==> src/hw/rtl/cfl_pkg.sv <==
// shared types, frame codes and constants of the command frame link
`timescale 1ns / 1ps

package cfl_pkg;

  // request kinds carried with each input beat
  localparam logic REQ_RX    = 1'b0;
  localparam logic REQ_REPLY = 1'b1;

  // frame delimiters
  localparam logic [7:0] RX_HEADER  = 8'hFB;
  localparam logic [7:0] RX_TRAILER = 8'hFC;
  localparam logic [7:0] TX_HEADER  = 8'hFD;
  localparam logic [7:0] TX_TRAILER = 8'hFE;

  // command codes
  localparam logic [7:0] CMD_KEY    = 8'h01;
  localparam logic [7:0] CMD_ERROR  = 8'h03;
  localparam logic [7:0] CMD_WHEEL  = 8'h04;
  localparam logic [7:0] CMD_LIMITS = 8'h05;
  localparam logic [7:0] CMD_RUN    = 8'h06;
  localparam logic [7:0] CMD_HEART  = 8'h07;
  localparam logic [7:0] CMD_STUDY  = 8'h08;

  // study command and reply fields
  localparam logic [7:0] STUDY_SELECT    = 8'd20;
  localparam logic [7:0] STUDY_REQ_START = 8'd1;
  localparam logic [7:0] STUDY_REQ_STOP  = 8'd2;
  localparam logic [7:0] STUDY_REPLY_SUB = 8'd6;
  localparam logic [7:0] STUDY_RPT_BUSY  = 8'd1;
  localparam logic [7:0] STUDY_RPT_DONE  = 8'd2;

  // study stages
  localparam logic [1:0] STAGE_IDLE    = 2'd0;
  localparam logic [1:0] STAGE_RUNNING = 2'd2;
  localparam logic [1:0] STAGE_SUCCESS = 2'd3;
  localparam logic [1:0] STUDY_VAL_START = 2'd1;
  localparam logic [1:0] STUDY_VAL_STOP  = 2'd0;

  // limit checking
  localparam logic [7:0] BYTE_ALL_ONES = 8'hFF;
  localparam logic [7:0] INCLINE_MAX   = 8'd30;
  localparam logic [7:0] STATUS_HOLD   = 8'd4;

  // frame geometry
  localparam int FRAME_LEN = 9;
  localparam int IDX_W     = $clog2(FRAME_LEN);
  localparam logic [IDX_W-1:0] LAST_IDX = IDX_W'(FRAME_LEN - 1);
  localparam int BODY_LEN  = FRAME_LEN - 1;

  typedef logic [FRAME_LEN-1:0][7:0] frame_t;
  typedef logic [BODY_LEN-1:0][7:0]  body_t;

  // one registered input beat
  typedef struct packed {
    logic       req_type;
    logic [7:0] rx_byte;
    logic [1:0] study_stage;
    logic [7:0] error_code;
    logic       key_event;
    logic [7:0] key_value;
    logic [7:0] heart_rate;
    logic [7:0] belt_speed;
  } in_item_t;

  // decoded outcome of a completed receive frame
  typedef struct packed {
    logic            ok;
    logic [7:0]      cmd;
    logic [4:0][7:0] data;
    logic            beep;
    logic            study_write;
    logic [1:0]      study_value;
  } rx_evt_t;

  // everything one item leaves in the result register
  typedef struct packed {
    logic       reply;
    logic       frame_ok;
    logic       beep;
    logic       study_write;
    logic [1:0] study_value;
    logic       motor_flag_clear;
    logic       key_taken;
    logic [7:0] run_status;
    logic [7:0] speed_cmd;
    logic [7:0] grade_cmd;
    frame_t     frame;
  } result_t;

endpackage

==> src/hw/rtl/cfl_rx.sv <==
// receive frame assembler and command decoder
`timescale 1ns / 1ps

module cfl_rx (
  input  logic                clk,
  input  logic                rst_n,
  input  logic                byte_en,
  input  logic [7:0]          rx_byte,
  input  logic [1:0]          study_stage,
  output cfl_pkg::rx_evt_t    evt
);

  cfl_pkg::body_t rx_frame_r, rx_frame_nxt;
  logic [3:0]     rx_count_r, rx_count_nxt;
  logic [7:0]     body_sum;
  logic           at_end;

  // checksum over command and data bytes
  assign body_sum = rx_frame_r[1] + rx_frame_r[2] + rx_frame_r[3]
                  + rx_frame_r[4] + rx_frame_r[5] + rx_frame_r[6];
  assign at_end = (rx_count_r == 4'(cfl_pkg::BODY_LEN));

  // frame position tracking
  always_comb begin
    rx_frame_nxt = rx_frame_r;
    rx_count_nxt = rx_count_r;
    if (byte_en) begin
      if (rx_count_r == 4'd0) begin
        rx_frame_nxt[0] = rx_byte;
        rx_count_nxt    = (rx_byte == cfl_pkg::RX_HEADER) ? 4'd1 : 4'd0;
      end else if (!at_end) begin
        rx_frame_nxt[rx_count_r[2:0]] = rx_byte;
        rx_count_nxt = rx_count_r + 4'd1;
      end else begin
        rx_count_nxt = 4'd0;
      end
    end
  end

  // decode of the ninth byte
  always_comb begin
    evt = '0;
    evt.cmd  = rx_frame_r[1];
    evt.data = {rx_frame_r[6], rx_frame_r[5], rx_frame_r[4], rx_frame_r[3], rx_frame_r[2]};
    if (byte_en && at_end && rx_byte == cfl_pkg::RX_TRAILER && rx_frame_r[7] == body_sum) begin
      evt.ok = 1'b1;
      if (rx_frame_r[1] == cfl_pkg::CMD_RUN) begin
        evt.beep = (rx_frame_r[5] != 8'd0);
      end else if (rx_frame_r[1] == cfl_pkg::CMD_HEART) begin
        evt.beep = 1'b1;
      end else if (rx_frame_r[1] == cfl_pkg::CMD_STUDY &&
                   rx_frame_r[2] == cfl_pkg::STUDY_SELECT) begin
        if (rx_frame_r[3] == cfl_pkg::STUDY_REQ_START) begin
          if (study_stage == cfl_pkg::STAGE_IDLE) begin
            evt.study_write = 1'b1;
            evt.study_value = cfl_pkg::STUDY_VAL_START;
          end
        end else if (rx_frame_r[3] == cfl_pkg::STUDY_REQ_STOP) begin
          if (study_stage >= cfl_pkg::STAGE_RUNNING) begin
            evt.study_write = 1'b1;
            evt.study_value = cfl_pkg::STUDY_VAL_STOP;
          end
        end
      end
    end
  end

  // frame byte storage
  always_ff @(posedge clk) begin
    if (!rst_n) begin
      rx_count_r <= 4'd0;
      rx_frame_r <= '0;
    end else begin
      rx_count_r <= rx_count_nxt;
      rx_frame_r <= rx_frame_nxt;
    end
  end

endmodule

==> src/hw/rtl/cfl_ctrl.sv <==
// stored link settings, reply selection and result assembly
`timescale 1ns / 1ps

module cfl_ctrl (
  input  logic               clk,
  input  logic               rst_n,
  input  logic               move,
  input  cfl_pkg::in_item_t  item,
  input  cfl_pkg::rx_evt_t   evt,
  output cfl_pkg::result_t   res
);

  logic [7:0]      wheel_size_r, wheel_size_nxt;
  logic [3:0][7:0] echo_r, echo_nxt;
  logic [7:0]      spd_lo_r, spd_lo_nxt;
  logic [7:0]      spd_hi_r, spd_hi_nxt;
  logic [7:0]      inc_lo_r, inc_lo_nxt;
  logic [7:0]      inc_hi_r, inc_hi_nxt;
  logic [7:0]      status_r, status_nxt;
  logic [7:0]      grade_r, grade_nxt;
  logic [7:0]      speed_r, speed_nxt;
  logic            wheel_pend_r, wheel_pend_nxt;
  logic            lim_pend_r, lim_pend_nxt;
  logic            lim_valid_r, lim_valid_nxt;
  logic            toggle_r, toggle_nxt;

  logic            lim_ok;
  logic            is_reply;
  cfl_pkg::frame_t fr;

  assign is_reply = (item.req_type == cfl_pkg::REQ_REPLY);

  // stored limit sanity check ahead of a reply
  assign lim_ok = lim_valid_r
    && wheel_size_r != 8'd0 && wheel_size_r != cfl_pkg::BYTE_ALL_ONES
    && spd_lo_r != 8'd0 && spd_lo_r != cfl_pkg::BYTE_ALL_ONES
    && spd_hi_r != 8'd0 && spd_hi_r != cfl_pkg::BYTE_ALL_ONES
    && inc_hi_r < cfl_pkg::INCLINE_MAX;

  // next state and result for the beat in the input register
  always_comb begin
    wheel_size_nxt = wheel_size_r;
    echo_nxt       = echo_r;
    spd_lo_nxt     = spd_lo_r;
    spd_hi_nxt     = spd_hi_r;
    inc_lo_nxt     = inc_lo_r;
    inc_hi_nxt     = inc_hi_r;
    status_nxt     = status_r;
    grade_nxt      = grade_r;
    speed_nxt      = speed_r;
    wheel_pend_nxt = wheel_pend_r;
    lim_pend_nxt   = lim_pend_r;
    lim_valid_nxt  = lim_valid_r;
    toggle_nxt     = toggle_r;
    fr             = '0;
    res            = '0;

    if (is_reply) begin
      lim_valid_nxt = lim_ok;
      fr[0] = cfl_pkg::TX_HEADER;
      priority if (wheel_pend_r) begin
        wheel_pend_nxt = 1'b0;
        res.motor_flag_clear = 1'b1;
        fr[1] = cfl_pkg::CMD_WHEEL;
        fr[2] = wheel_size_r;
        fr[3] = echo_r[0];
        fr[4] = echo_r[1];
        fr[5] = echo_r[2];
        fr[6] = echo_r[3];
      end else if (lim_pend_r || !lim_ok) begin
        lim_pend_nxt = 1'b0;
        fr[1] = cfl_pkg::CMD_LIMITS;
        fr[2] = spd_lo_r;
        fr[3] = spd_hi_r;
        fr[4] = inc_lo_r;
        fr[5] = inc_hi_r;
        fr[6] = {7'd0, !lim_ok};
      end else if (item.error_code != 8'd0) begin
        fr[1] = cfl_pkg::CMD_ERROR;
        fr[2] = item.error_code;
      end else if (item.study_stage != cfl_pkg::STAGE_IDLE) begin
        fr[1] = cfl_pkg::CMD_STUDY;
        fr[2] = cfl_pkg::STUDY_REPLY_SUB;
        fr[3] = (item.study_stage == cfl_pkg::STAGE_SUCCESS) ?
                cfl_pkg::STUDY_RPT_DONE : cfl_pkg::STUDY_RPT_BUSY;
      end else if (item.key_event) begin
        res.key_taken = 1'b1;
        fr[1] = cfl_pkg::CMD_KEY;
        fr[2] = item.key_value;
      end else begin
        toggle_nxt = (status_r == cfl_pkg::STATUS_HOLD) ? 1'b0 : !toggle_r;
        if (!toggle_nxt) begin
          fr[1] = cfl_pkg::CMD_RUN;
          fr[2] = status_r;
          fr[3] = grade_r;
          fr[4] = speed_r;
          fr[5] = item.belt_speed;
        end else begin
          fr[1] = cfl_pkg::CMD_HEART;
          fr[2] = item.heart_rate;
        end
      end
      fr[7] = fr[1] + fr[2] + fr[3] + fr[4] + fr[5] + fr[6];
      fr[8] = cfl_pkg::TX_TRAILER;
    end else if (evt.ok) begin
      if (evt.cmd == cfl_pkg::CMD_WHEEL) begin
        wheel_pend_nxt = 1'b1;
        wheel_size_nxt = evt.data[0];
        echo_nxt       = {evt.data[4], evt.data[3], evt.data[2], evt.data[1]};
      end else if (evt.cmd == cfl_pkg::CMD_LIMITS) begin
        lim_pend_nxt  = 1'b1;
        lim_valid_nxt = 1'b1;
        spd_lo_nxt    = evt.data[0];
        spd_hi_nxt    = evt.data[1];
        inc_lo_nxt    = evt.data[2];
        inc_hi_nxt    = evt.data[3];
      end else if (evt.cmd == cfl_pkg::CMD_RUN) begin
        status_nxt = evt.data[0];
        grade_nxt  = evt.data[1];
        speed_nxt  = evt.data[2];
      end
    end

    res.reply       = is_reply;
    res.frame_ok    = evt.ok;
    res.beep        = evt.beep;
    res.study_write = evt.study_write;
    res.study_value = evt.study_value;
    res.run_status  = status_nxt;
    res.speed_cmd   = speed_nxt;
    res.grade_cmd   = grade_nxt;
    res.frame       = fr;
  end

  // settings and reply bookkeeping
  always_ff @(posedge clk) begin
    if (!rst_n) begin
      wheel_size_r <= 8'd0;
      echo_r       <= '0;
      spd_lo_r     <= 8'd1;
      spd_hi_r     <= 8'd5;
      inc_lo_r     <= 8'd2;
      inc_hi_r     <= 8'd10;
      status_r     <= 8'd1;
      grade_r      <= 8'd0;
      speed_r      <= 8'd0;
      wheel_pend_r <= 1'b1;
      lim_pend_r   <= 1'b0;
      lim_valid_r  <= 1'b0;
      toggle_r     <= 1'b0;
    end else if (move) begin
      wheel_size_r <= wheel_size_nxt;
      echo_r       <= echo_nxt;
      spd_lo_r     <= spd_lo_nxt;
      spd_hi_r     <= spd_hi_nxt;
      inc_lo_r     <= inc_lo_nxt;
      inc_hi_r     <= inc_hi_nxt;
      status_r     <= status_nxt;
      grade_r      <= grade_nxt;
      speed_r      <= speed_nxt;
      wheel_pend_r <= wheel_pend_nxt;
      lim_pend_r   <= lim_pend_nxt;
      lim_valid_r  <= lim_valid_nxt;
      toggle_r     <= toggle_nxt;
    end
  end

endmodule

==> src/hw/rtl/cfl_out.sv <==
// result register and reply byte serializer
`timescale 1ns / 1ps

module cfl_out (
  input  logic              clk,
  input  logic              rst_n,
  input  logic              load,
  input  cfl_pkg::result_t  res_in,
  input  logic              out_stall,
  output logic              free,
  output logic              out_valid,
  output logic [7:0]        tx_byte,
  output logic              last,
  output cfl_pkg::result_t  res_q
);

  logic                      valid_r, valid_nxt;
  logic [cfl_pkg::IDX_W-1:0] idx_r, idx_nxt;
  cfl_pkg::result_t          res_r;
  logic                      fire;

  assign fire      = valid_r && !out_stall;
  assign last      = !res_r.reply || (idx_r == cfl_pkg::LAST_IDX);
  assign free      = !valid_r || (fire && last);
  assign out_valid = valid_r;
  assign tx_byte   = res_r.reply ? res_r.frame[idx_r] : 8'd0;
  assign res_q     = res_r;

  // beat sequencing
  always_comb begin
    valid_nxt = valid_r;
    idx_nxt   = idx_r;
    if (load) begin
      valid_nxt = 1'b1;
      idx_nxt   = '0;
    end else if (fire) begin
      if (last) begin
        valid_nxt = 1'b0;
      end else begin
        idx_nxt = idx_r + cfl_pkg::IDX_W'(1);
      end
    end
  end

  always_ff @(posedge clk) begin
    if (!rst_n) begin
      valid_r <= 1'b0;
      idx_r   <= '0;
    end else begin
      valid_r <= valid_nxt;
      idx_r   <= idx_nxt;
    end
  end

  // payload holds until the next load
  always_ff @(posedge clk) begin
    if (load) begin
      res_r <= res_in;
    end
  end

endmodule

==> src/hw/rtl/uart_command_frame_link.sv <==
// top level of the command frame link
`timescale 1ns / 1ps

// Command frame link. Each input beat is either one received link byte or a
// request to emit one reply frame. A received byte gives one result beat;
// a reply request gives nine result beats (0xFD, command, five data bytes,
// sum, 0xFE) with out_last on the ninth. An input beat is taken every cycle
// as long as results drain: one input register and one result register sit
// in line, and a reply holds the result register for nine output beats,
// during which at most one further input beat is held. Stored settings
// (wheel size, limits, run status) update when a beat moves from the input
// register to the result register.

module uart_command_frame_link (
  input  logic       clk,
  input  logic       rst_n,
  input  logic       in_valid,
  output logic       in_stall,
  input  logic       in_req_type,
  input  logic [7:0] in_rx_byte,
  input  logic [1:0] in_study_stage,
  input  logic [7:0] in_error_code,
  input  logic       in_key_event,
  input  logic [7:0] in_key_value,
  input  logic [7:0] in_heart_rate,
  input  logic [7:0] in_belt_speed,
  output logic       out_valid,
  input  logic       out_stall,
  output logic [7:0] out_tx_byte,
  output logic       out_last,
  output logic       out_frame_ok,
  output logic       out_beep,
  output logic       out_study_write,
  output logic [1:0] out_study_value,
  output logic       out_motor_flag_clear,
  output logic       out_key_taken,
  output logic [7:0] out_run_status,
  output logic [7:0] out_speed_cmd,
  output logic [7:0] out_grade_cmd
);

  logic              in_valid_r, in_valid_nxt;
  cfl_pkg::in_item_t in_r;
  logic              in_take;
  logic              move;
  logic              out_free;
  cfl_pkg::rx_evt_t  evt;
  cfl_pkg::result_t  res;
  cfl_pkg::result_t  res_q;

  // input register handshake
  assign move         = in_valid_r && out_free;
  assign in_stall     = in_valid_r && !move;
  assign in_take      = in_valid && !in_stall;
  assign in_valid_nxt = in_take || (in_valid_r && !move);

  always_ff @(posedge clk) begin
    if (!rst_n) begin
      in_valid_r <= 1'b0;
    end else begin
      in_valid_r <= in_valid_nxt;
    end
  end

  always_ff @(posedge clk) begin
    if (in_take) begin
      in_r <= '{req_type:    in_req_type,
                rx_byte:     in_rx_byte,
                study_stage: in_study_stage,
                error_code:  in_error_code,
                key_event:   in_key_event,
                key_value:   in_key_value,
                heart_rate:  in_heart_rate,
                belt_speed:  in_belt_speed};
    end
  end

  // receive frame assembly
  cfl_rx u_rx (
    .clk         (clk),
    .rst_n       (rst_n),
    .byte_en     (move && in_r.req_type == cfl_pkg::REQ_RX),
    .rx_byte     (in_r.rx_byte),
    .study_stage (in_r.study_stage),
    .evt         (evt)
  );

  // settings and reply frame build
  cfl_ctrl u_ctrl (
    .clk   (clk),
    .rst_n (rst_n),
    .move  (move),
    .item  (in_r),
    .evt   (evt),
    .res   (res)
  );

  // result register and beat output
  cfl_out u_out (
    .clk       (clk),
    .rst_n     (rst_n),
    .load      (move),
    .res_in    (res),
    .out_stall (out_stall),
    .free      (out_free),
    .out_valid (out_valid),
    .tx_byte   (out_tx_byte),
    .last      (out_last),
    .res_q     (res_q)
  );

  assign out_frame_ok         = res_q.frame_ok;
  assign out_beep             = res_q.beep;
  assign out_study_write      = res_q.study_write;
  assign out_study_value      = res_q.study_value;
  assign out_motor_flag_clear = res_q.motor_flag_clear;
  assign out_key_taken        = res_q.key_taken;
  assign out_run_status       = res_q.run_status;
  assign out_speed_cmd        = res_q.speed_cmd;
  assign out_grade_cmd        = res_q.grade_cmd;

endmodule
==> config.mk <==
export PLATFORM = sky130hd
export DESIGN_NAME = uart_command_frame_link
export DESIGN_NICKNAME = d
export VERILOG_FILES = /design/src/hw/rtl/cfl_pkg.sv /design/src/hw/rtl/cfl_rx.sv /design/src/hw/rtl/cfl_ctrl.sv /design/src/hw/rtl/cfl_out.sv /design/src/hw/rtl/uart_command_frame_link.sv
export SDC_FILE = /design/constraint.sdc
export NUM_CORES = 1
export LEC_CHECK = 0
export BUFFER_PORTS_ARGS = -buffer_cell sky130_fd_sc_hd__clkbuf_2
export CAP_MARGIN = 0
export CORE_MARGIN = 3
export CORE_UTILIZATION = 45
export CTS_BUF_LIST = sky130_fd_sc_hd__clkbuf_4 sky130_fd_sc_hd__clkbuf_8 sky130_fd_sc_hd__clkbuf_16
export CTS_CLUSTER_SIZE = 8
export DETAILED_ROUTE_END_ITERATION = 6
export GPL_ROUTABILITY_DRIVEN = 0
export PLACE_DENSITY = 0.71
export SLEW_MARGIN = 20
export SYNTH_ARGS = -nofsm -noshare
export SYNTH_HDL_FRONTEND = slang
export SYNTH_SLANG_ARGS = --single-unit
==> constraint.sdc <==
create_clock -name clk -period 10.4 [get_ports clk]
set_input_delay 0.52 -clock clk [delete_from_list [all_inputs] [get_ports clk]]
set_output_delay 0.52 -clock clk [all_outputs]
set_load 0.01 [all_outputs]
* After elaboration in Yosys (flattened, before gate mapping)
Index checks and enable logic that the tools add are counted.
** Cells by class
- Add/sub/neg operators :: 12
- Bitwise logic cells :: 13
- Magnitude comparators :: 5
- Multiplexer cells :: 63
- Equality and inequality tests :: 22
- Reductions and logical operators :: 55
** Operator list (number)
- 8-bit two-way mux :: 20
- 24-bit two-way mux :: 4
- 48-bit two-way mux :: 2
- 8-bit adder :: 10
- 72-bit two-way mux :: 1
- 64-bit bitwise mux :: 1
- 16-bit two-way mux :: 4
- 8-bit by 3-bit equality test with 1-bit output, second input constant :: 5
- 40-bit two-way mux :: 1
- 8-bit nonzero test :: 5
- 8-bit binary-select mux with 4-bit select :: 1
- 8-bit demux with 3-bit select :: 1
- 8-bit inequality test, second input constant :: 3
- 1-bit two-way mux :: 21
- 1-bit logical AND :: 18
- 8-bit equality test, second input constant :: 2
- 1-bit NOT :: 13
- 3-bit two-way mux :: 4
- 2-bit nonzero test :: 6
- 4-bit by 1-bit adder with 4-bit output, second input constant :: 2
- 4-bit equality test, second input constant :: 2
- 8-bit by 1-bit equality test with 1-bit output, second input constant :: 1
- 8-bit by 2-bit equality test with 1-bit output, second input constant :: 1
- 8-bit by 4-bit equality test with 1-bit output, second input constant :: 1
- other kinds (25) :: 41
** Storage, ports and cells
- Register bits :: 322
- Bits of input ports :: 48
- Word-level logic and storage cells :: 225

* Longest topological paths before layout
Gate-level depths: netlist of run 1.
- Depth after elaboration :: 19
- Depth in mapped cells :: 24

* Modules after synthesis
A second synthesis of run 1 with hierarchy kept.
** Unflattened totals
- Cells, all modules :: 1534
- Area total of the unflattened synthesis :: 16044.1 um2
** By module, submodules not included
- cfl_ctrl :: cells each 849, instances 1, area an instance 6716.4 um2, seq. area each 2001.9 um2
- cfl_out :: cells each 201, instances 1, area an instance 4045.1 um2, seq. area each 3223.1 um2
- cfl_rx :: cells each 434, instances 1, area an instance 3906.2 um2, seq. area each 1201.2 um2
- uart_command_frame_link :: cells each 50, instances 1, area an instance 1376.3 um2, seq. area each 1341.3 um2

* Least setup slack after synthesis of run 1
OpenSTA, ideal clock, no wires.
- Path type :: reg-to-reg
- Start point :: reg u_ctrl.inc_hi_r[5]
- End point :: reg u_out.res_r, in the netlist u_out.res_q[63] (data pin)
- Library setup time :: 256 ps
- Period minus slack after synthesis :: 5481 ps
- Buffers on the path :: 2
- Setup slack :: 4919 ps
- Arrival time :: 5226 ps
- Cell stages (with the launch flop) :: 23
- Path through :: dfxtp_1 -> nor4b_1 -> o211ai_1 -> nor3_1 -> nand2_1 -> buf_2 -> clkbuf_1 -> nand2_1 -> o21ai_0 -> mux2i_1 -> fa_1 -> fa_1 -> fa_1 -> inv_1 -> ha_1 -> a211oi_1 -> o21bai_1 -> a21oi_1 -> xnor2_1 -> or3_1 -> and3_1 -> o21ai_1 -> nand2_1
** Between the ends
- Word-level cells in the longest chain between the ends :: 12
** Ends and longest elaborated chain
- start: declaration :: RTL line cfl_ctrl.sv:18 : logic [7:0] inc_hi_r, inc_hi_nxt;
- start signal: assignment :: RTL line cfl_ctrl.sv:157 : inc_hi_r <= inc_hi_nxt;
- 8-bit by 5-bit less-than comparator with 1-bit output :: RTL line cfl_ctrl.sv:38 : && inc_hi_r < cfl_pkg::INCLINE_MAX;
- 1-bit logical AND :: RTL line cfl_ctrl.sv:38
- 1-bit logical NOT :: RTL line cfl_ctrl.sv:70, cfl_ctrl.sv:77
- 1-bit logical OR :: RTL line cfl_ctrl.sv:70 : end else if (lim_pend_r || !lim_ok) begin
- 40-bit two-way mux :: RTL line cfl_ctrl.sv:70
- 48-bit two-way mux * :: RTL line cfl_ctrl.sv:61 : priority if (wheel_pend_r) begin
- 48-bit two-way mux * :: RTL line cfl_ctrl.sv:58 : if (is_reply) begin
- 8-bit adder (4 in a row) :: RTL line cfl_ctrl.sv:103 : fr[7] = fr[1] + fr[2] + fr[3] + fr[4] + fr[5] + fr[6];
- 8-bit adder * :: RTL line cfl_ctrl.sv:103
- end signal: assignment :: RTL line cfl_out.sv:58 : res_r <= res_in;
- end: declaration :: RTL line cfl_out.sv:19 : cfl_pkg::result_t res_r;
Every way passes the cells marked *; elsewhere a longest branch is shown, timed or not. The select of a mux whose other input is x is not followed.
A chain may end at the register's enable or synchronous reset.

* Final worst setup path of run 1
Same ends and word-level chain as after synthesis.

==> metrics.md, run 1 <==
| Metric | Value |
|---|---|
| Commonest non-fill, non-tap cell in the layout | `nand2_1` |
| Sequential share of power | `0.470` |
| Clock Sinks | `293` |
| Crit-path most repeated cell | `fa_1` |
| RSZ-0062 raised after global routing | `no` |
| Largest net degree at the start of global routing | `89` |
| Total Power | `2.645 mW` |
| Int Power | `2.082 mW` |
| R2R Path End | `u_out.res_q[63]` |
| Max-cap check violation count | `0` |
| Initial core utilization | `0.4574` |
| Inserted Clock Buffers | `42` |
| Setup tns final | `0 ns` |
| Status | `finished clean` |
| Min Clock Period, post-route | `6.613 ns` |
| I/O Pins | `90` |
| Delay-heaviest family, CP | `simple AND/OR/NAND/NOR gates` |
| GRT Residual Overflow | `0` |
| Final hold vios | `0` |
| Largest family of logic cells by synthesized area | `simple AND/OR/NAND/NOR gates` |
| Maximum VDD drop | `0.0001139 V` |
| Final Cell Area | `0.01628 mm^2` |
| Flops & latches, synth | `just under 300` |
| First-pass GRT wire length | `61240 um` |
| Drt wl/cell | `between 20 and 25 um` |
| Placed instance area | `approximately 0.015 mm^2` |
| Clk_lat worst skew | `0.53 ns` |
| Deepest clock path buffer count | `3` |
| R2R setup slack | `between 3 and 4 ns` |
| Comb power frac | `0.038` |
| Slowest cell delay on critical path | `a little over 0.6 ns` |
| Worst-path fanout max | `22` |
| # diodes | `0` |
| Adder-Cell Fraction of Synth Area | `0.08698` |
| EDFF count, synth | `roughly 130` |
| Crit path kind | `reg2reg` |
| Core ar. | `0.03164 mm^2` |
| Synth Area in XOR/XNOR | `0.01989` |
| Total Wirelength | `around 40000 um` |
| CTS tree | `done` |
| Initial antenna violation count | `0` |
| Die W | `185.3 um` |
| Num rows | `65` |
| Leak | `between 6 and 7 nW` |
| Area share of and/or/nand/nor cells after synthesis | `0.1661` |
| Crit path launch type | `flip-flop` |
| Port buffer count | `between 80 and 90` |
| Crit. Startpoint | `u_ctrl.inc_hi_r[5]` |
| Critical path, cell by cell | `nor4b_1, o211ai_1, nor3_1, nand2_1, buf_4, a21oi_1, o21ai_0, fa_1, inv_1, fa_1, fa_1, inv_1, ha_1, a211oi_1, o21bai_1, a21oi_1, xnor2_1, or3_1, and3_1, o21ai_1, nand2_1` |
| Multiplexer share of the synthesized area | `0.09493` |
| WP buf/inv | `3` |
| Iter 0 DRT Violations | `1250` |
| Distinct cell type count of the synthesized netlist | `66` |
| Sw power | `563.5 uW` |
| Max-slew violations | `0` |
| Drc violations | `0` |
| Vias in the first global route | `10470` |
| PD cells | `162.5 mW/mm^2` |
| FF-to-FF Start | `u_ctrl.inc_hi_r[5]` |
| CTS resizes | `0` |
| Critical path destination | `u_out.res_q[63]` |
| Final setup viols | `0` |
| Final HPWL DP | `about 28000 um` |
| Sequential cell area fraction in the yosys report | `0.4932` |
| Worst path arrival time | `a little under 7 ns` |
| H-Tree Depth | `2` |
| Final hold slack | `0.1635 ns` |
| Synth Instances | `1407` |
| Clock transition at path regs | `about 0.060 ns` |
| Crit path required time | `10.68 ns` |
| Switching Fraction | `0.2130` |
| Synth Flop Type | `dfxtp_1` |
| GRT Total Usage | `0.2325` |
| Critical Path End Type | `flip-flop` |
| Synth Area in Compound Gates | `0.08015` |
| Mean Syn Cell Area | `10.29 um^2` |
| Synthesized area | `roughly 0.014 mm^2` |
| Die outline height | `185.3 um` |
| Setup Buffers After CTS | `0` |
| Slowest library cell on the worst path | `fa_1` |
| Fraction of layout cells with a size suffix above 1 | `0.1536` |
| Clock root buffer | `clkbuf_16` |
| Hold Path Class | `in2reg` |
| Nets@finish | `approximately 1600` |
| Clock skew | `approximately 0.021 ns` |
| Routed Antenna Nets | `0` |
| Max-slew headroom | `0.3243` |
| YS warnings | `0` |
| Maximum clock rate | `~150 MHz` |
| # fillers | `2773` |
| Crit path depth | `21` |
| Full die area | `between 0.03 and 0.04 mm^2` |
| Via/cell ratio | `approximately 5.7` |
| Reg2reg path depth | `21` |
| Least-Margin Pin Slew | `~1.0 ns` |
| Area Growth Syn to Fin | `12.49%` |
| Syn_nets | `1525` |
| TritonRoute pass-1 iters | `5` |
| Vias | `10590` |
| Post-CTS Hold Fix Bufs | `0` |
| Most frequent cells in the layout | `nand2_1, dfxtp_1, edfxtp_1, nor2_1, clkbuf_2` |
| Asr flop ratio synth | `0` |
| Tcrit/Tclk final | `0.6358` |
| Clock power frac | `0.492` |
[power by group through the flow]
stage | Clock (mW) | Sequential (mW) | Combinational (mW)
final | 1.30 | 1.24 | 0.101
after CTS | 1.32 | 1.24 | 0.101
after detailed placement | 0 | 1.27 | 0.101
after global placement | 0 | 1.26 | 0.0995
after global routing | 1.37 | 1.24 | 0.112
after floorplan | 0 | 1.26 | 0.0710
[layer usage]
metal | vias to the layer above | track usage | share of wire
met2 | 491 | 0.3708 | 0.46
met1 | 5123 | 0.3337 | 0.43
met4 | 0 | 0.06573 | 0.026
met3 | 77 | 0.03240 | 0.082
met5 | - | 0 | 0
li1 | 4899 | - | -
[kinds of logic after synthesis]
| group | after synthesis |
|---|---|
| mux | 116 |
| simple gates | 502 |
| other cells | 1 |
| buf+inv | 191 |
| fa+ha+maj | 70 |
| compound gates | 202 |
| flops | 293 |
| xor+xnor | 32 |
[cells in the mapped netlist, types with 7 or more instances]
| library cell | count | area share |
|---|---|---|
| nor4_1 | 13 | 0.0056 |
| mux2_4 | 20 | 0.021 |
| xnor2_1 | 22 | 0.013 |
| nor3_1 | 20 | 0.0069 |
| o21ai_0 | 65 | 0.022 |
| nand4_1 | 20 | 0.0086 |
| o31ai_1 | 7 | 0.0036 |
| edfxtp_1 | 127 | 0.26 |
| a21oi_1 | 81 | 0.028 |
| buf_2 | 8 | 0.0028 |
| ha_1 | 19 | 0.016 |
| o211ai_1 | 7 | 0.0036 |
| fa_1 | 51 | 0.071 |
| nand3_1 | 41 | 0.014 |
| mux2_2 | 10 | 0.0078 |
| or4_1 | 8 | 0.0042 |
| and3_1 | 22 | 0.0095 |
| nor2_1 | 121 | 0.031 |
| buf_4 | 26 | 0.013 |
| dfxtp_1 | 166 | 0.23 |
| nand2_1 | 175 | 0.045 |
| and2_1 | 50 | 0.022 |
| mux2i_1 | 78 | 0.054 |
| mux4_2 | 8 | 0.012 |
| xor2_1 | 9 | 0.0054 |
| inv_1 | 82 | 0.021 |
| clkbuf_1 | 65 | 0.017 |
[worst register-to-register path: stages (launching register included)]
cell,delay (ns)
dfxtp_1,0.32
nor4b_1,0.35
o211ai_1,0.17
nor3_1,0.57
nand2_1,0.59
buf_4,0.42
a21oi_1,0.16
o21ai_0,0.15
fa_1,0.58
inv_1,0.05
fa_1,0.46
fa_1,0.61
inv_1,0.06
ha_1,0.30
a211oi_1,0.35
o21bai_1,0.13
a21oi_1,0.20
xnor2_1,0.12
or3_1,0.42
and3_1,0.16
o21ai_1,0.13
nand2_1,0.06
[sequential cells by signal, summed over array words and instances, names as in the netlist, 8 cells and up]
name                 cells
u_ctrl.spd_hi_r          8
u_ctrl.grade_r           8
u_ctrl.speed_r           8
u_rx.rx_frame_r          8
u_ctrl.spd_lo_r          8
u_ctrl.echo_r           32
u_ctrl.inc_hi_r          8
u_ctrl.inc_lo_r          8
u_rx.evt                48
in_r                    44
u_out.res_q             83
u_ctrl.wheel_size_r      8
u_ctrl.status_r          8
[how the worst min path moves through the flow]
stage	slack, ns	cells past startpoint	from	end
2_1_floorplan	0.42	0	in_r[43]	u_out.res_q[6]
3_5_place_dp	0.44	2	u_ctrl.echo_r[8]	u_ctrl.echo_r[8]
6_report	0.16	1	in_rx_byte[7]	in_r[42]
3_3_place_gp	0.44	2	u_ctrl.echo_r[8]	u_ctrl.echo_r[8]
4_1_cts	0.15	1	in_rx_byte[7]	in_r[42]
5_1_grt	0.16	1	in_rx_byte[7]	in_r[42]
[layout make-up]
type	count	area (um^2)	area share
clock inverters	2	13.76	0.0008454
repair buffers	100	530.5	0.03259
flip-flops and latches	293	7139	0.4386
clock buffers	68	1264	0.07763
inverters	85	320.3	0.01968
multi-input cells	923	6509	0.3998
well taps	402	503.0	0.03090
[stage by stage]
step,instances,worst slack (ns),utilization
finish,1873,3.787,0.5146
global route,1873,3.343,0.5146
CTS,1873,3.857,0.5143
detailed placement,1803,3.858,0.4740
global placement,1803,4.105,0.4738
floorplan,1407,4.919,-
(Power assumes the default switching activity.)
==> run 2, diff against run 1 <==
--- a/config.mk
+++ b/config.mk
@@ -5,6 +5,7 @@
 export SDC_FILE = /design/constraint.sdc
 export NUM_CORES = 1
 export LEC_CHECK = 0
+export ABC_AREA = 1
 export BUFFER_PORTS_ARGS = -buffer_cell sky130_fd_sc_hd__clkbuf_2
 export CAP_MARGIN = 0
 export CORE_MARGIN = 3
@@ -13,7 +14,7 @@
 export CTS_CLUSTER_SIZE = 8
 export DETAILED_ROUTE_END_ITERATION = 6
 export GPL_ROUTABILITY_DRIVEN = 0
-export PLACE_DENSITY = 0.71
+export PLACE_DENSITY = 0.73
 export SLEW_MARGIN = 20
 export SYNTH_ARGS = -nofsm -noshare
 export SYNTH_HDL_FRONTEND = slang
==> constraint.sdc (replaced) <==
create_clock -name clk -period 5.9 [get_ports clk]
set_input_delay 0.295 -clock clk [delete_from_list [all_inputs] [get_ports clk]]
set_output_delay 0.295 -clock clk [all_outputs]
set_load 0.01 [all_outputs]
==> run 2 against run 1 <==
Largest power group unchanged. Via count increased by 18%. Setup slack got worse by 3.3 ns. Total power increased by 76%. The flow now finishes with violations (DRC). Die area increased by 0.31%. Core utilization increased by 1.5 points. Sequential share of layout area decreased by 1.4 points. Combinational power increased by 88%. Critical endpoint unchanged.
==> metrics.md, run 2 <==
| Metric | Value |
|---|---|
| Port buffer count | `88` |
| Setup tns final | `0 ns` |
| Initial antenna violation count | `1` |
| First-pass GRT wire length | `roughly 66000 um` |
| Asr flop ratio synth | `0` |
| Max-slew headroom | `0.3600` |
| Min Clock Period, post-route | `5.399 ns` |
| Total Wirelength | `approximately 43000 um` |
| Iter 0 DRT Violations | `1664` |
| Clock transition at path regs | `0.05 ns` |
| Area Growth Syn to Fin | `15.68%` |
| Via/cell ratio | `5.580` |
| Flops & latches, synth | `293` |
| Synth Instances | `1716` |
| RSZ-0062 raised after global routing | `no` |
| FF-to-FF Start | `u_ctrl.status_r[2]` |
| Initial core utilization | `0.4578` |
| Deepest clock path buffer count | `3` |
| Maximum VDD drop | `0.0002089 V` |
| Num rows | `65` |
| I/O Pins | `90` |
| Crit path kind | `reg2reg` |
| Nets@finish | `1930` |
| Crit path required time | `6.17 ns` |
| Die outline height | `185.6 um` |
| Drt wl/cell | `about 19 um` |
| Max-cap check violation count | `0` |
| Most frequent cells in the layout | `nand2_1, nor2_1, inv_1, dfxtp_1, o21ai_0` |
| CTS tree | `done` |
| Top cells by count, synth | `nand2_1, nor2_1, inv_1, dfxtp_1, o21ai_0` |
| Synth top area share | `0.2627` |
| Drc violations | `2` |
| PD cells | `between 200 and 300 mW/mm^2` |
| Crit-path most repeated cell | `nand2_1` |
| YS warnings | `0` |
| # diodes | `0` |
| GRT Residual Overflow | `0` |
| Failing checks | `DRC` |
| Slowest cell delay on critical path | `approximately 0.60 ns` |
| Cells after DPL | `2126` |
| Vias | `between 10000 and 15000` |
| Die W | `185.6 um` |
| Clock Sinks | `293` |
| GRT Total Usage | `0.2501` |
| Leak | `about 7.3 nW` |
| H-Tree Depth | `2` |
| Mean Syn Cell Area | `8.461 um^2` |
| Hold Path Class | `in2reg` |
| Clock skew | `0.02556 ns` |
| Worst-path fanout max | `12` |
| Crit path launch type | `flip-flop` |
| Largest net degree at the start of global routing | `97` |
| TritonRoute pass-1 iters | `7` |
| Synthesized area | `0.01452 mm^2` |
| Slowest library cell on the worst path | `fa_1` |
| Status | `complete, but fails checks` |
| # fillers | `2842` |
| Vias in the first global route | `between 10000 and 15000` |
| Distinct cell type count of the synthesized netlist | `50` |
| Max-slew violations | `0` |
| Least-Margin Pin Slew | `0.9589 ns` |
| Final hold slack | `0.08502 ns` |
| Commonest non-fill, non-tap cell in the layout | `nand2_1` |
| Count leader, synth | `nand2_1` |
| Clk_lat worst skew | `0.53 ns` |
| Routed Antenna Nets | `0` |
| Area contributors post-synth | `edfxtp_1, dfxtp_1, nand2_1` |
| Worst path arrival time | `5.67 ns` |
| Final hold vios | `0` |
| Inserted Clock Buffers | `42` |
| Crit. Startpoint | `u_ctrl.status_r[2]` |
| Worst hold path startpoint | `in_valid` |
| Clock root buffer | `clkbuf_16` |
| Critical Path End Type | `flip-flop` |
| Fraction of layout cells with a size suffix above 1 | `0.1075` |
| Syn_nets | `between 1500 and 2000` |
| Yosys top cell by area | `edfxtp_1` |
| Number of flip-flops in the largest register | `83` |
| Synth Flop Type | `dfxtp_1` |
| Final setup viols | `0` |
| Tcrit/Tclk final | `0.9150` |
| Final HPWL DP | `30020 um` |
| Maximum clock rate | `around 190 MHz` |
| Final Non-Filler Cells | `2234` |
| EDFF count, synth | `127` |
| Sequential cell area fraction in the yosys report | `0.4916` |
| Full die area | `~0.034 mm^2` |
| Core ar. | `between 0.03 and 0.04 mm^2` |
==> run 2: cell types whose count changed after synthesis, moves of 40 or more <==
cell	delta
mux2i_1	-78
a21oi_1	+40
o21ai_0	+93
and2_1	-48
nand2_1	+124
nand3_1	+47
inv_1	+111
nor2_1	+152
==> run 2: worst paths after layout <==
kind	end	slack [ns]	cells past startpoint
worst min-delay path	in_valid_r	0.09	3
worst max-delay path	u_out.res_q[63]	0.50	28
worst min register to register	u_ctrl.lim_valid_r	0.48	2
worst max register to register	u_out.res_q[63]	0.50	28
==> run 2: through the flow <==
stage | utilization | worst slack (ns) | total power, mW | cell area, um^2
2_1_floorplan | - | 1.025 | 2.334 | 14520
3_3_place_gp | 0.4767 | 0.7156 | 2.399 | 15120
3_5_place_dp | 0.4767 | 0.5974 | 2.404 | 15120
4_1_cts | 0.5295 | 0.5730 | 4.671 | 16800
5_1_grt | 0.5295 | 0.1029 | 4.788 | 16800
6_report | 0.5295 | 0.5013 | 4.657 | 16800
==> run 2: layer usage <==
metal	track usage	up-vias	share of wire
met1	0.3288	5801	0.39
met2	0.4017	748	0.45
met4	0.1245	0	0.058
li1	-	5756	-
met5	0	-	0
met3	0.04358	161	0.099
==> run 2: power by group <==
| group | total [mW] | switching, mW | internal [mW] |
|---|---|---|---|
| registers | 2.20 | 0.0356 | 2.17 |
| clock network | 2.26 | 0.849 | 1.42 |
| logic | 0.190 | 0.124 | 0.0666 |
| total | 4.66 | 1.01 | 3.65 |
==> run 2: timing repair <==
item,4_1_cts,5_1_grt
resized for setup,0,0
hold buffers,44,0
hold endpoints to repair,44,0
buffers inserted,0,0
==> run 2: critical path, delay by kind of cell (launching register included) <==
kind,cells,cell delay (ns)
flip-flops,1,0.41
AO/OA/AOI/OAI,3,0.39
buffers and inverters,6,0.73
adder cells (fa/ha/maj),4,1.75
XOR/XNOR,2,0.31
AND/OR/NAND/NOR,13,1.54
==> run 2: area by class of cell <==
cell class              count  area, um^2  area share
clock buffers              63        1226     0.07300
clock inverters             1       8.758   0.0005215
inverters                 202       759.5     0.04522
multi-input cells        1119        6112      0.3639
flip-flops and latches    293        7138      0.4250
well taps                 402       503.0     0.02995
repair buffers            154        1049     0.06243
==> run 2: cells by family (layout without fill, tap and decap cells) <==
kind of cell | Yosys count | count (layout) | share of synthesized area
other | 1 | 1 | 0.0002583
buffers and inverters | 304 | 420 | 0.08833
DFF | 293 | 293 | 0.4916
and+or+nand+nor | 706 | 706 | 0.2014
adders and majority gates | 70 | 70 | 0.08669
xor gates and xnor gates | 20 | 20 | 0.01206
AOI/OAI and AO/OA | 322 | 322 | 0.1197
